--- config.mk ---
export PLATFORM = sky130hd
export DESIGN_NAME = xml_markup_byte_tokenizer
export DESIGN_NICKNAME = d
export VERILOG_FILES = /design/src/sv/xmt_pkg.sv /design/src/sv/xml_markup_byte_tokenizer.sv /design/src/sv/xmt_tag_fsm.sv
export SDC_FILE = /design/constraint.sdc
export NUM_CORES = 1
export LEC_CHECK = 0
export BUFFER_PORTS_ARGS = -buffer_cell sky130_fd_sc_hd__buf_4
export CAP_MARGIN = 40
export CORE_AREA = 2 2 59 117
export DETAILED_ROUTE_END_ITERATION = 10
export DIE_AREA = 0 0 61 119
export PLACE_DENSITY = 0.55
export SYNTH_ARGS = -nofsm -noshare
export SYNTH_HDL_FRONTEND = slang
export SYNTH_SLANG_ARGS = --single-unit
--- constraint.sdc ---
create_clock -name aclk -period 7.33 [get_ports aclk]
set_input_delay 1.466 -clock aclk [delete_from_list [all_inputs] [get_ports aclk]]
set_output_delay 1.466 -clock aclk [all_outputs]
set_load 0.03 [all_outputs]
--- src/sv/xmt_pkg.sv ---
`timescale 1ns / 1ps

package xmt_pkg;

    // character codes
    localparam logic [7:0] CH_TAB   = 8'h09;
    localparam logic [7:0] CH_LF    = 8'h0A;
    localparam logic [7:0] CH_CR    = 8'h0D;
    localparam logic [7:0] CH_SPACE = 8'h20;
    localparam logic [7:0] CH_QUOTE = 8'h22;
    localparam logic [7:0] CH_SLASH = 8'h2F;
    localparam logic [7:0] CH_LT    = 8'h3C;
    localparam logic [7:0] CH_EQ    = 8'h3D;
    localparam logic [7:0] CH_GT    = 8'h3E;
    localparam logic [7:0] CH_QMARK = 8'h3F;

    // byte roles
    localparam logic [2:0] ROLE_SKIP  = 3'd0;
    localparam logic [2:0] ROLE_NAME  = 3'd1;
    localparam logic [2:0] ROLE_ATTR  = 3'd2;
    localparam logic [2:0] ROLE_VALUE = 3'd3;
    localparam logic [2:0] ROLE_TEXT  = 3'd4;

    // field end markers
    localparam logic [1:0] FD_NONE  = 2'd0;
    localparam logic [1:0] FD_NAME  = 2'd1;
    localparam logic [1:0] FD_ATTR  = 2'd2;
    localparam logic [1:0] FD_VALUE = 2'd3;

    // completed tag kinds
    localparam logic [1:0] KIND_OPEN  = 2'd0;
    localparam logic [1:0] KIND_CLOSE = 2'd1;
    localparam logic [1:0] KIND_SELF  = 2'd2;
    localparam logic [1:0] KIND_PI    = 2'd3;

    // syntax error codes
    localparam logic [3:0] ERR_NONE       = 4'd0;
    localparam logic [3:0] ERR_LT_IN_TAG  = 4'd1;
    localparam logic [3:0] ERR_GT_OUTSIDE = 4'd2;
    localparam logic [3:0] ERR_LEAD_TEXT  = 4'd3;
    localparam logic [3:0] ERR_DOC_END    = 4'd4;
    localparam logic [3:0] ERR_EQ         = 4'd5;
    localparam logic [3:0] ERR_QUOTE      = 4'd6;
    localparam logic [3:0] ERR_SLASH      = 4'd7;
    localparam logic [3:0] ERR_QMARK      = 4'd8;
    localparam logic [3:0] ERR_EXP_VALUE  = 4'd9;
    localparam logic [3:0] ERR_TAG_PHASE  = 4'd10;
    localparam logic [3:0] ERR_PI_OPEN    = 4'd11;
    localparam logic [3:0] ERR_EQ_PENDING = 4'd12;

    // control from the outer splitter to the tag state machine
    typedef struct packed {
        logic apply;    // tag content byte taken
        logic restart;  // '<' opens a new tag
        logic flush;    // final byte of the document
    } xmt_tag_ctl_t;

    // per-byte decode of the tag state machine
    typedef struct packed {
        logic [2:0] role;
        logic [1:0] field_done;
        logic       tag_done;
        logic [1:0] tag_kind;
        logic [3:0] err;
    } xmt_tag_res_t;

endpackage

--- src/sv/xml_markup_byte_tokenizer.sv ---
`timescale 1ns / 1ps

// byte stream markup tokenizer, one document byte per transaction
// pipeline: input register, then result register
// throughput: one byte per cycle unless m_ready stalls a full result register, set by the single-pass
//   next-state logic of the splitter and tag state machine between the input and result registers
// reset: synchronous active-low aresetn clears both registers' valid bits and all tokenizer state;
//   the state also returns to reset after each byte marked doc_last

module xml_markup_byte_tokenizer (
    input  logic       aclk,
    input  logic       aresetn,
    input  logic       s_valid,
    output logic       s_ready,
    input  logic [7:0] s_data_byte,
    input  logic       s_doc_last,
    output logic       m_valid,
    input  logic       m_ready,
    output logic [7:0] m_echo_byte,
    output logic [2:0] m_role,
    output logic [1:0] m_field_done,
    output logic       m_tag_done,
    output logic [1:0] m_tag_kind,
    output logic [3:0] m_error_code,
    output logic       m_doc_done
);

    typedef enum logic [1:0] {
        OUT_START = 2'd0,
        OUT_TAG   = 2'd1,
        OUT_TEXT  = 2'd2
    } outer_t;

    logic       in_valid_reg;
    logic [7:0] in_byte_reg;
    logic       in_last_reg;
    logic       advance;

    outer_t     outer_reg;
    outer_t     outer_next;
    logic       hold_reg;
    logic       hold_next;

    logic       out_valid_reg;
    logic [7:0] out_byte_reg;
    logic [2:0] out_role_reg;
    logic [1:0] out_fd_reg;
    logic       out_td_reg;
    logic [1:0] out_kind_reg;
    logic [3:0] out_err_reg;
    logic       out_last_reg;

    logic [2:0] cur_role;
    logic [1:0] cur_fd;
    logic       cur_td;
    logic [1:0] cur_kind;
    logic [3:0] cur_err;
    logic       is_ws;

    xmt_pkg::xmt_tag_ctl_t tag_ctl;
    xmt_pkg::xmt_tag_res_t tag_res;

    // the result register frees a slot whenever it is empty or being drained
    assign advance = in_valid_reg && (!out_valid_reg || m_ready);
    assign s_ready = !in_valid_reg || advance;

    // input register
    always_ff @(posedge aclk) begin
        if (!aresetn) begin
            in_valid_reg <= 1'b0;
        end else begin
            if (s_valid && s_ready) begin
                in_valid_reg <= 1'b1;
                in_byte_reg  <= s_data_byte;
                in_last_reg  <= s_doc_last;
            end else if (advance) begin
                in_valid_reg <= 1'b0;
            end
        end
    end

    xmt_tag_fsm u_tag (
        .aclk      (aclk),
        .aresetn   (aresetn),
        .data_byte (in_byte_reg),
        .ctl       (tag_ctl),
        .res       (tag_res)
    );

    assign is_ws = (in_byte_reg == xmt_pkg::CH_TAB) || (in_byte_reg == xmt_pkg::CH_LF) ||
                   (in_byte_reg == xmt_pkg::CH_CR);

    // outer splitter and result decode
    always_comb begin
        cur_role        = xmt_pkg::ROLE_SKIP;
        cur_fd          = xmt_pkg::FD_NONE;
        cur_td          = 1'b0;
        cur_kind        = xmt_pkg::KIND_OPEN;
        cur_err         = xmt_pkg::ERR_NONE;
        outer_next      = outer_reg;
        hold_next       = hold_reg;
        tag_ctl         = '0;
        if (!hold_reg) begin
            if (!is_ws) begin
                unique case (outer_reg)
                    OUT_TAG: begin
                        if (in_byte_reg == xmt_pkg::CH_LT) begin
                            cur_err = xmt_pkg::ERR_LT_IN_TAG;
                        end else if (in_byte_reg == xmt_pkg::CH_GT) begin
                            cur_fd   = tag_res.field_done;
                            cur_td   = tag_res.tag_done;
                            cur_kind = tag_res.tag_kind;
                            cur_err  = tag_res.err;
                            if (tag_res.err == xmt_pkg::ERR_NONE) begin
                                outer_next = OUT_TEXT;
                            end
                        end else begin
                            cur_role      = tag_res.role;
                            cur_fd        = tag_res.field_done;
                            cur_err       = tag_res.err;
                            tag_ctl.apply = 1'b1;
                        end
                    end
                    OUT_TEXT: begin
                        if (in_byte_reg == xmt_pkg::CH_LT) begin
                            outer_next      = OUT_TAG;
                            tag_ctl.restart = 1'b1;
                        end else if (in_byte_reg == xmt_pkg::CH_GT) begin
                            cur_err = xmt_pkg::ERR_GT_OUTSIDE;
                        end else begin
                            cur_role = xmt_pkg::ROLE_TEXT;
                        end
                    end
                    default: begin
                        // before the first tag
                        if (in_byte_reg == xmt_pkg::CH_LT) begin
                            outer_next      = OUT_TAG;
                            tag_ctl.restart = 1'b1;
                        end else if (in_byte_reg == xmt_pkg::CH_GT) begin
                            cur_err = xmt_pkg::ERR_GT_OUTSIDE;
                        end else if (in_byte_reg != xmt_pkg::CH_SPACE) begin
                            cur_err = xmt_pkg::ERR_LEAD_TEXT;
                        end
                    end
                endcase
            end
            if (cur_err == xmt_pkg::ERR_NONE && in_last_reg && outer_next != OUT_TEXT) begin
                cur_err = xmt_pkg::ERR_DOC_END;
            end
            if (cur_err != xmt_pkg::ERR_NONE) begin
                hold_next = 1'b1;
                cur_role  = xmt_pkg::ROLE_SKIP;
                cur_fd    = xmt_pkg::FD_NONE;
                cur_td    = 1'b0;
                cur_kind  = xmt_pkg::KIND_OPEN;
            end
        end
        if (in_last_reg) begin
            outer_next    = OUT_START;
            hold_next     = 1'b0;
            tag_ctl.flush = 1'b1;
        end
        tag_ctl.apply   = tag_ctl.apply && advance;
        tag_ctl.restart = tag_ctl.restart && advance;
        tag_ctl.flush   = tag_ctl.flush && advance;
    end

    // splitter state and result register
    always_ff @(posedge aclk) begin
        if (!aresetn) begin
            outer_reg     <= OUT_START;
            hold_reg      <= 1'b0;
            out_valid_reg <= 1'b0;
        end else begin
            if (advance) begin
                outer_reg     <= outer_next;
                hold_reg      <= hold_next;
                out_valid_reg <= 1'b1;
                out_byte_reg  <= in_byte_reg;
                out_role_reg  <= cur_role;
                out_fd_reg    <= cur_fd;
                out_td_reg    <= cur_td;
                out_kind_reg  <= cur_kind;
                out_err_reg   <= cur_err;
                out_last_reg  <= in_last_reg;
            end else if (m_ready) begin
                out_valid_reg <= 1'b0;
            end
        end
    end

    assign m_valid      = out_valid_reg;
    assign m_echo_byte  = out_byte_reg;
    assign m_role       = out_role_reg;
    assign m_field_done = out_fd_reg;
    assign m_tag_done   = out_td_reg;
    assign m_tag_kind   = out_kind_reg;
    assign m_error_code = out_err_reg;
    assign m_doc_done   = out_last_reg;

`ifndef SYNTHESIS
    // a byte that reports an error carries no token information
    assert property (@(posedge aclk) disable iff (!aresetn)
        out_valid_reg && out_err_reg != xmt_pkg::ERR_NONE |->
            out_role_reg == xmt_pkg::ROLE_SKIP && out_fd_reg == xmt_pkg::FD_NONE &&
            !out_td_reg && out_kind_reg == xmt_pkg::KIND_OPEN)
        else $error("error byte carries token data");

    // tag kind is only reported with a completed tag
    assert property (@(posedge aclk) disable iff (!aresetn)
        out_valid_reg && !out_td_reg |-> out_kind_reg == xmt_pkg::KIND_OPEN)
        else $error("tag kind without tag end");

    // while an error is held, bytes pass silently
    assert property (@(posedge aclk) disable iff (!aresetn)
        advance && hold_reg |-> cur_err == xmt_pkg::ERR_NONE && cur_role == xmt_pkg::ROLE_SKIP)
        else $error("output while error held");

    // the final byte returns the splitter to its reset state
    assert property (@(posedge aclk) disable iff (!aresetn)
        advance && in_last_reg |=> !hold_reg && outer_reg == OUT_START)
        else $error("state not cleared after final byte");
`endif

endmodule

--- src/sv/xmt_tag_fsm.sv ---
`timescale 1ns / 1ps

module xmt_tag_fsm (
    input  logic                 aclk,
    input  logic                 aresetn,
    input  logic [7:0]           data_byte,
    input  xmt_pkg::xmt_tag_ctl_t ctl,
    output xmt_pkg::xmt_tag_res_t res
);

    typedef enum logic [2:0] {
        PH_START    = 3'd0,
        PH_NAME     = 3'd1,
        PH_EXP_ATTR = 3'd2,
        PH_ATTR     = 3'd3,
        PH_EXP_VAL  = 3'd4,
        PH_VAL      = 3'd5
    } phase_t;

    // flag bit positions
    localparam int F_PROC  = 0;
    localparam int F_EQ    = 1;
    localparam int F_CLOSE = 2;
    localparam int F_SELF  = 3;
    localparam int F_PI    = 4;

    phase_t     phase_reg;
    phase_t     phase_next;
    phase_t     phase_step;
    logic [4:0] flags_reg;
    logic [4:0] flags_next;
    logic [4:0] flags_step;

    // decode of one tag byte against the current phase and flags
    always_comb begin
        res        = '0;
        phase_step = phase_reg;
        flags_step = flags_reg;
        case (data_byte)
            xmt_pkg::CH_GT: begin
                if (phase_reg == PH_NAME) begin
                    if (!flags_reg[F_PI] && !flags_reg[F_SELF]) begin
                        res.field_done = xmt_pkg::FD_NAME;
                    end
                end else if (phase_reg != PH_EXP_ATTR) begin
                    res.err = xmt_pkg::ERR_TAG_PHASE;
                end
                if (res.err == xmt_pkg::ERR_NONE) begin
                    if (flags_reg[F_PROC]) begin
                        res.err = xmt_pkg::ERR_PI_OPEN;
                    end else if (flags_reg[F_EQ]) begin
                        res.err = xmt_pkg::ERR_EQ_PENDING;
                    end else begin
                        res.tag_done = 1'b1;
                        if (flags_reg[F_CLOSE]) begin
                            res.tag_kind = xmt_pkg::KIND_CLOSE;
                        end else if (flags_reg[F_SELF]) begin
                            res.tag_kind = xmt_pkg::KIND_SELF;
                        end else if (flags_reg[F_PI]) begin
                            res.tag_kind = xmt_pkg::KIND_PI;
                        end else begin
                            res.tag_kind = xmt_pkg::KIND_OPEN;
                        end
                    end
                end
            end
            xmt_pkg::CH_SPACE: begin
                if (phase_reg == PH_NAME) begin
                    phase_step     = PH_EXP_ATTR;
                    res.field_done = xmt_pkg::FD_NAME;
                end else if (phase_reg == PH_ATTR) begin
                    phase_step     = PH_EXP_VAL;
                    res.field_done = xmt_pkg::FD_ATTR;
                end else if (phase_reg == PH_VAL) begin
                    res.role = xmt_pkg::ROLE_VALUE;
                end
            end
            xmt_pkg::CH_EQ: begin
                if (phase_reg == PH_ATTR) begin
                    phase_step       = PH_EXP_VAL;
                    flags_step[F_EQ] = 1'b1;
                    res.field_done   = xmt_pkg::FD_ATTR;
                end else if (phase_reg == PH_VAL) begin
                    res.role = xmt_pkg::ROLE_VALUE;
                end else if (phase_reg == PH_EXP_VAL && !flags_reg[F_EQ]) begin
                    flags_step[F_EQ] = 1'b1;
                end else begin
                    res.err = xmt_pkg::ERR_EQ;
                end
            end
            xmt_pkg::CH_QUOTE: begin
                if (phase_reg == PH_EXP_VAL && flags_reg[F_EQ]) begin
                    phase_step = PH_VAL;
                end else if (phase_reg == PH_VAL && flags_reg[F_EQ]) begin
                    phase_step       = PH_EXP_ATTR;
                    flags_step[F_EQ] = 1'b0;
                    res.field_done   = xmt_pkg::FD_VALUE;
                end else begin
                    res.err = xmt_pkg::ERR_QUOTE;
                end
            end
            xmt_pkg::CH_SLASH: begin
                if (phase_reg == PH_START) begin
                    flags_step[F_CLOSE] = 1'b1;
                end else if (phase_reg == PH_VAL) begin
                    res.role = xmt_pkg::ROLE_VALUE;
                end else if ((phase_reg == PH_NAME || phase_reg == PH_EXP_ATTR) &&
                             !flags_reg[F_SELF] && !flags_reg[F_PROC] &&
                             !flags_reg[F_CLOSE]) begin
                    flags_step[F_SELF] = 1'b1;
                    if (phase_reg == PH_NAME) begin
                        res.field_done = xmt_pkg::FD_NAME;
                    end
                end else begin
                    res.err = xmt_pkg::ERR_SLASH;
                end
            end
            xmt_pkg::CH_QMARK: begin
                if (phase_reg == PH_START) begin
                    flags_step[F_PROC] = 1'b1;
                end else if (phase_reg == PH_VAL) begin
                    res.role = xmt_pkg::ROLE_VALUE;
                end else if ((phase_reg == PH_NAME || phase_reg == PH_EXP_ATTR) &&
                             flags_reg[F_PROC] && !flags_reg[F_SELF]) begin
                    flags_step[F_PI]   = 1'b1;
                    flags_step[F_PROC] = 1'b0;
                    if (phase_reg == PH_NAME) begin
                        res.field_done = xmt_pkg::FD_NAME;
                    end
                end else begin
                    res.err = xmt_pkg::ERR_QMARK;
                end
            end
            default: begin
                // plain name or value character
                if (phase_reg == PH_START) begin
                    phase_step = PH_NAME;
                    res.role   = xmt_pkg::ROLE_NAME;
                end else if (phase_reg == PH_EXP_ATTR) begin
                    phase_step = PH_ATTR;
                    res.role   = xmt_pkg::ROLE_ATTR;
                end else if (phase_reg == PH_NAME) begin
                    res.role = xmt_pkg::ROLE_NAME;
                end else if (phase_reg == PH_ATTR) begin
                    res.role = xmt_pkg::ROLE_ATTR;
                end else if (phase_reg == PH_VAL) begin
                    res.role = xmt_pkg::ROLE_VALUE;
                end else begin
                    res.err = xmt_pkg::ERR_EXP_VALUE;
                end
            end
        endcase
    end

    // next tag state
    always_comb begin
        phase_next = phase_reg;
        flags_next = flags_reg;
        if (ctl.flush || ctl.restart) begin
            phase_next = PH_START;
            flags_next = '0;
        end else if (ctl.apply && res.err == xmt_pkg::ERR_NONE) begin
            phase_next = phase_step;
            flags_next = flags_step;
        end
    end

    // tag state registers
    always_ff @(posedge aclk) begin
        if (!aresetn) begin
            phase_reg <= PH_START;
            flags_reg <= '0;
        end else begin
            phase_reg <= phase_next;
            flags_reg <= flags_next;
        end
    end

`ifndef SYNTHESIS
    // a new tag always starts clean
    assert property (@(posedge aclk) disable iff (!aresetn)
        ctl.restart || ctl.flush |=> phase_reg == PH_START && flags_reg == '0)
        else $error("tag state not cleared");

    // a closing tag never also carries the self-closing mark
    assert property (@(posedge aclk) disable iff (!aresetn)
        flags_reg[F_CLOSE] |-> !flags_reg[F_SELF])
        else $error("conflicting tag flags");

    // the '=' flag only lives while a value is expected or being read
    assert property (@(posedge aclk) disable iff (!aresetn)
        flags_reg[F_EQ] |-> phase_reg == PH_EXP_VAL || phase_reg == PH_VAL)
        else $error("stray equals flag");
`endif

endmodule
### Yosys cells after proc, flatten, opt, wreduce, memory -nomap -nowiden

Index checks and enable logic that the tools add are counted.

| storage, ports and cells | value |
|---|---|
| output and inout port bits | 23 |
| input port bits | 13 |
| flip-flop bits (word level) | 43 |
| logic and storage cells | 215 |

| operators by class | value |
|---|---|
| bitwise gates (word level) | 7 |
| eq/ne operators | 27 |
| reductions and logical operators | 56 |
| multiplexer cells | 105 |

Operators with widths:

| cell | count |
|---|---|
| $mux 4 | 24 |
| $mux 3 | 20 |
| $eq 8x6->1 const B | 7 |
| $mux 2 | 27 |
| $mux 1 | 25 |
| $eq 8x4->1 const B | 3 |
| $pmux 4 s6 | 1 |
| $logic_and 1x1->1 | 17 |
| $pmux 3 s5 | 1 |
| $logic_not 4->1 | 3 |
| $pmux 2 s6 | 1 |
| $pmux 3 s4 | 1 |
| $mux 5 | 2 |
| $reduce_and 5->1 | 2 |
| $reduce_or 10->1 | 1 |
| $reduce_or 9->1 | 1 |
| $ne 2x2->1 const B | 4 |
| $ne 8x6->1 const B | 1 |
| $pmux 4 s2 | 1 |
| $reduce_and 4->1 | 2 |
| $reduce_bool 2->1 | 4 |
| $reduce_or 8->1 | 1 |
| $logic_not 1->1 | 7 |
| $not 1->1 | 7 |
| other kinds (20) | 32 |

### Longest topological paths before layout

| logic depth | value |
|---|---|
| depth in word-level cells | 24 |
| mapped depth | 9 |
| mapped depth without buffers | 8 |

### By module

Synthesis repeated with hierarchy kept, for this count alone.

| second synthesis, totals | value |
|---|---|
| cells, all modules | 277 |
| area, all modules | 2,603.7 um^2 |

By module, submodules not included:

| module | cells an instance | instances | seq. area each (um^2) | area each (um^2) |
|---|---|---|---|---|
| xml_markup_byte_tokenizer | 131 | 1 | 1,001.0 | 1,570.3 |
| xmt_tag_fsm | 146 | 1 | 160.2 | 1,033.5 |

### Least setup slack after synthesis

OpenSTA, ideal clock, no wires.

| path | value |
|---|---|
| kind | input -> output |
| start | input port m_ready |
| end | output port s_ready |
| setup slack | 3.950 ns |
| stages on the path | 2 |
| arrival | 1.914 ns |
| data required time | 5.864 ns |
| buffers on the path | 0 |
| cells stage by stage | nor2b_1 nand2_1 |

| between the ends | value |
|---|---|
| cells in the longest elaborated chain, start to end | 3 |

RTL lines:

| item | RTL line | RTL |
|---|---|---|
| start: declaration | xml_markup_byte_tokenizer.sv:18 | `input logic m_ready,` |
| $logic_or 1x1->1 | xml_markup_byte_tokenizer.sv:64 | `assign advance = in_valid_reg && (!out_valid_reg \|\| m_ready);` |
| $logic_and 1x1->1 | xml_markup_byte_tokenizer.sv:64 |  |
| $logic_or 1x1->1 | xml_markup_byte_tokenizer.sv:65 | `assign s_ready = !in_valid_reg \|\| advance;` |
| end: declaration | xml_markup_byte_tokenizer.sv:14 | `output logic s_ready,` |

No other way between the ends.

### Worst setup path after layout

Ends and elaborated chain as after synthesis.

==> out/results.tsv <==
metric	value	unit
fin_ws	3.756	ns
vias_per_cell	5.644	
rsz0062_at_grt	no	
synth_top_area_frac	0.3642	
min_period	3.574	ns
slew_violations	0	
vdd_ir_drop_max	0.1092	mV
cp_slowest_cell	nor2b_1	
fp-row-count	42	
syn-instance-count	250	
max_stage_delay	0.25	ns
cts_tree	yes	
synth.ff_latch_count	43	
worst_slew_pin_slew	0.6550	ns
skew	0.006365	ns
drc	0	
max_freq	279.8	MHz
dr.pass1.iters	4	
synth_common_cells	edfxtp_1, nor2_1, nand2_1, dfxtp_1	
core	6464	sq um
synth-seq-area-share	0.4694	
tns	0	ns
routed_wirelength	5.996	mm
clkLatencyLatePin	0.29	ns
grt_max_degree	20	
hold_buffers	0	
fill_cells	633	
routedWlPerCell	16.29	um
power_density	176.9	nW/um^2
cp_num_buf_inv	2	
cap_violations	0	
pin_count	36	
cts_setup_buffers	0	
yosys.cell_count.top_type	edfxtp_1	
holdWs	0.4932	ns
gr-total-overflow	0	
synth_top_cells_by_area	edfxtp_1, dfxtp_1, nor2_1, nand2_1, nor3_1	
critPathKind	input pin to primary output	
holdCritPathClass	register to register	
die_x	61	um
worstPathArrival	2.11	ns
io_buffers	35	
synth_top_area_cell	edfxtp_1	
num_vias	2077	
synth_cell_types	65	
synth_edf_count	30	
die_y	119	um
gp_congestion	0.9135	
nNetsFinal	294	
async_reset_ff_frac	0	
die_area	7259	sq um
final_hold_viol_count	0	
track_usage	0.1849	
syn_avg_cell_area	9.894	sq um
cts_root_buf	clkbuf_16	
maxSlewHeadroom	0.5633	
crit_chain	buf_4 > nor2b_1 > nand2_1 > buf_4	
ys.flop_type	edfxtp_1	
status	completed	
cp-end-kind	primary output	
first_iter_violations	72	
initial_utilization	0.3827	
yosys_warnings	0	
antenna_found_initial	0	
cts_resized	0	
fin_util	0.4541	
numCtsBuffers	5	
area_delta_synth_final	18.66	%
crit_required	5.86	ns
path_delay_family	simple AND/OR/NAND/NOR gates	
dp_hpwl	4.552	mm
grt_pass1_vias	2018	
cts_sinks	43	
post_synth_instance_area	2474	sq um
path_max_fanout	5	
setup_viol	0	
ant_nets	0	
synth_fp_nets	265	
pre_cts_ws	3.763	ns
crit_top_cell	buf_4	
ctsHtreeMaxLevel	2	
timing.final.crit_share	0.4876	
antenna_cells	0	
clk_pin_slew	0.05	ns
p_leak	1.023	nW
final_layout_size_suffix_gt1_frac	0.2107	
grt_first_pass_wirelength	10.02	mm
cp-start-kind	input pin	
clk_path_buf_depth	2	
final timing paths:
check                                   from                         endpoint  slack [ns]  cells past startpoint
max                                  m_ready                          s_ready        3.76                      4
min reg2reg  u_tag.flags_reg[4]$_SDFFE_PP0P_  u_tag.flags_reg[4]$_SDFFE_PP0P_        0.49                      1
max reg2reg         in_byte_reg[3]$_DFFE_PP_    m_field_done[0]$_SDFFCE_PP0P_        4.43                      7
min          u_tag.flags_reg[4]$_SDFFE_PP0P_  u_tag.flags_reg[4]$_SDFFE_PP0P_        0.49                      1
kinds of logic (layout without fill, tap and decap cells):
| group | after synthesis | after routing | synth area share |
|---|---|---|---|
| flops | 43 | 43 | 0.4694 |
| simple gates | 116 | 116 | 0.2706 |
| fa+ha+maj | 2 | 2 | 0.01011 |
| xor+xnor | 2 | 2 | 0.007083 |
| compound gates | 61 | 61 | 0.1978 |
| buf+inv | 26 | 56 | 0.04502 |
worst reg2reg max path, stage by stage, from the launching register on:
cell	delay (ns)
edfxtp_1	0.52
or4_4	0.60
a31o_1	0.25
and3_4	0.21
nor3_2	0.34
o211ai_2	0.19
or2_4	0.32
a2111oi_2	0.28
layout by cell type (no fill, tap or decap), types with 4 or more instances in the layout:
master and count:
a211oi_1 4, a21oi_1 11, buf_4 35, clkbuf_16 5, dfxtp_1 13, edfxtp_1 30
inv_1 12, nand2_1 18, nand2b_1 6, nand3_1 10, nand4_1 4, nor2_1 21
nor2b_1 7, nor3_1 12, nor4_1 4, o21a_1 4, o21ai_0 10, or3_1 6
per-stage QoR:
stage	std cells	cell area (sq um)	power, mW
CTS	368	2935	0.5259
finish	368	2935	0.5193
global route	368	2935	0.5354
floorplan	250	2474	0.2980
detailed placement	360	2798	0.3140
global placement	359	2783	0.3127
where the power goes:
group	switching, mW	internal [mW]
combinational	0.0212	0.0140
sequential	0.00720	0.266
clock	0.0847	0.126
routing by layer:
metal,vias to the layer above,wire length (um),share of wire,global-route usage
li1,1005,-,-,-
met1,996,2319,0.39,0.2152
met2,60,3094,0.52,0.2937
met3,16,254,0.042,0.03257
met4,0,327,0.055,0.1264
met5,-,0,0,0
area by class of cell:
type	count	area, sq um	share of cell area
Inverter	12	45.04	0.01535
Clock inverter	1	5.005	0.001705
Multi-Input combinational cell	181	1204	0.4101
Clock buffer	7	132.6	0.04518
Tap cell	88	110.1	0.03751
Timing Repair Buffer	36	277.8	0.09463
Sequential cell	43	1161	0.3956
Note: power is estimated with default switching activity, not from simulation.
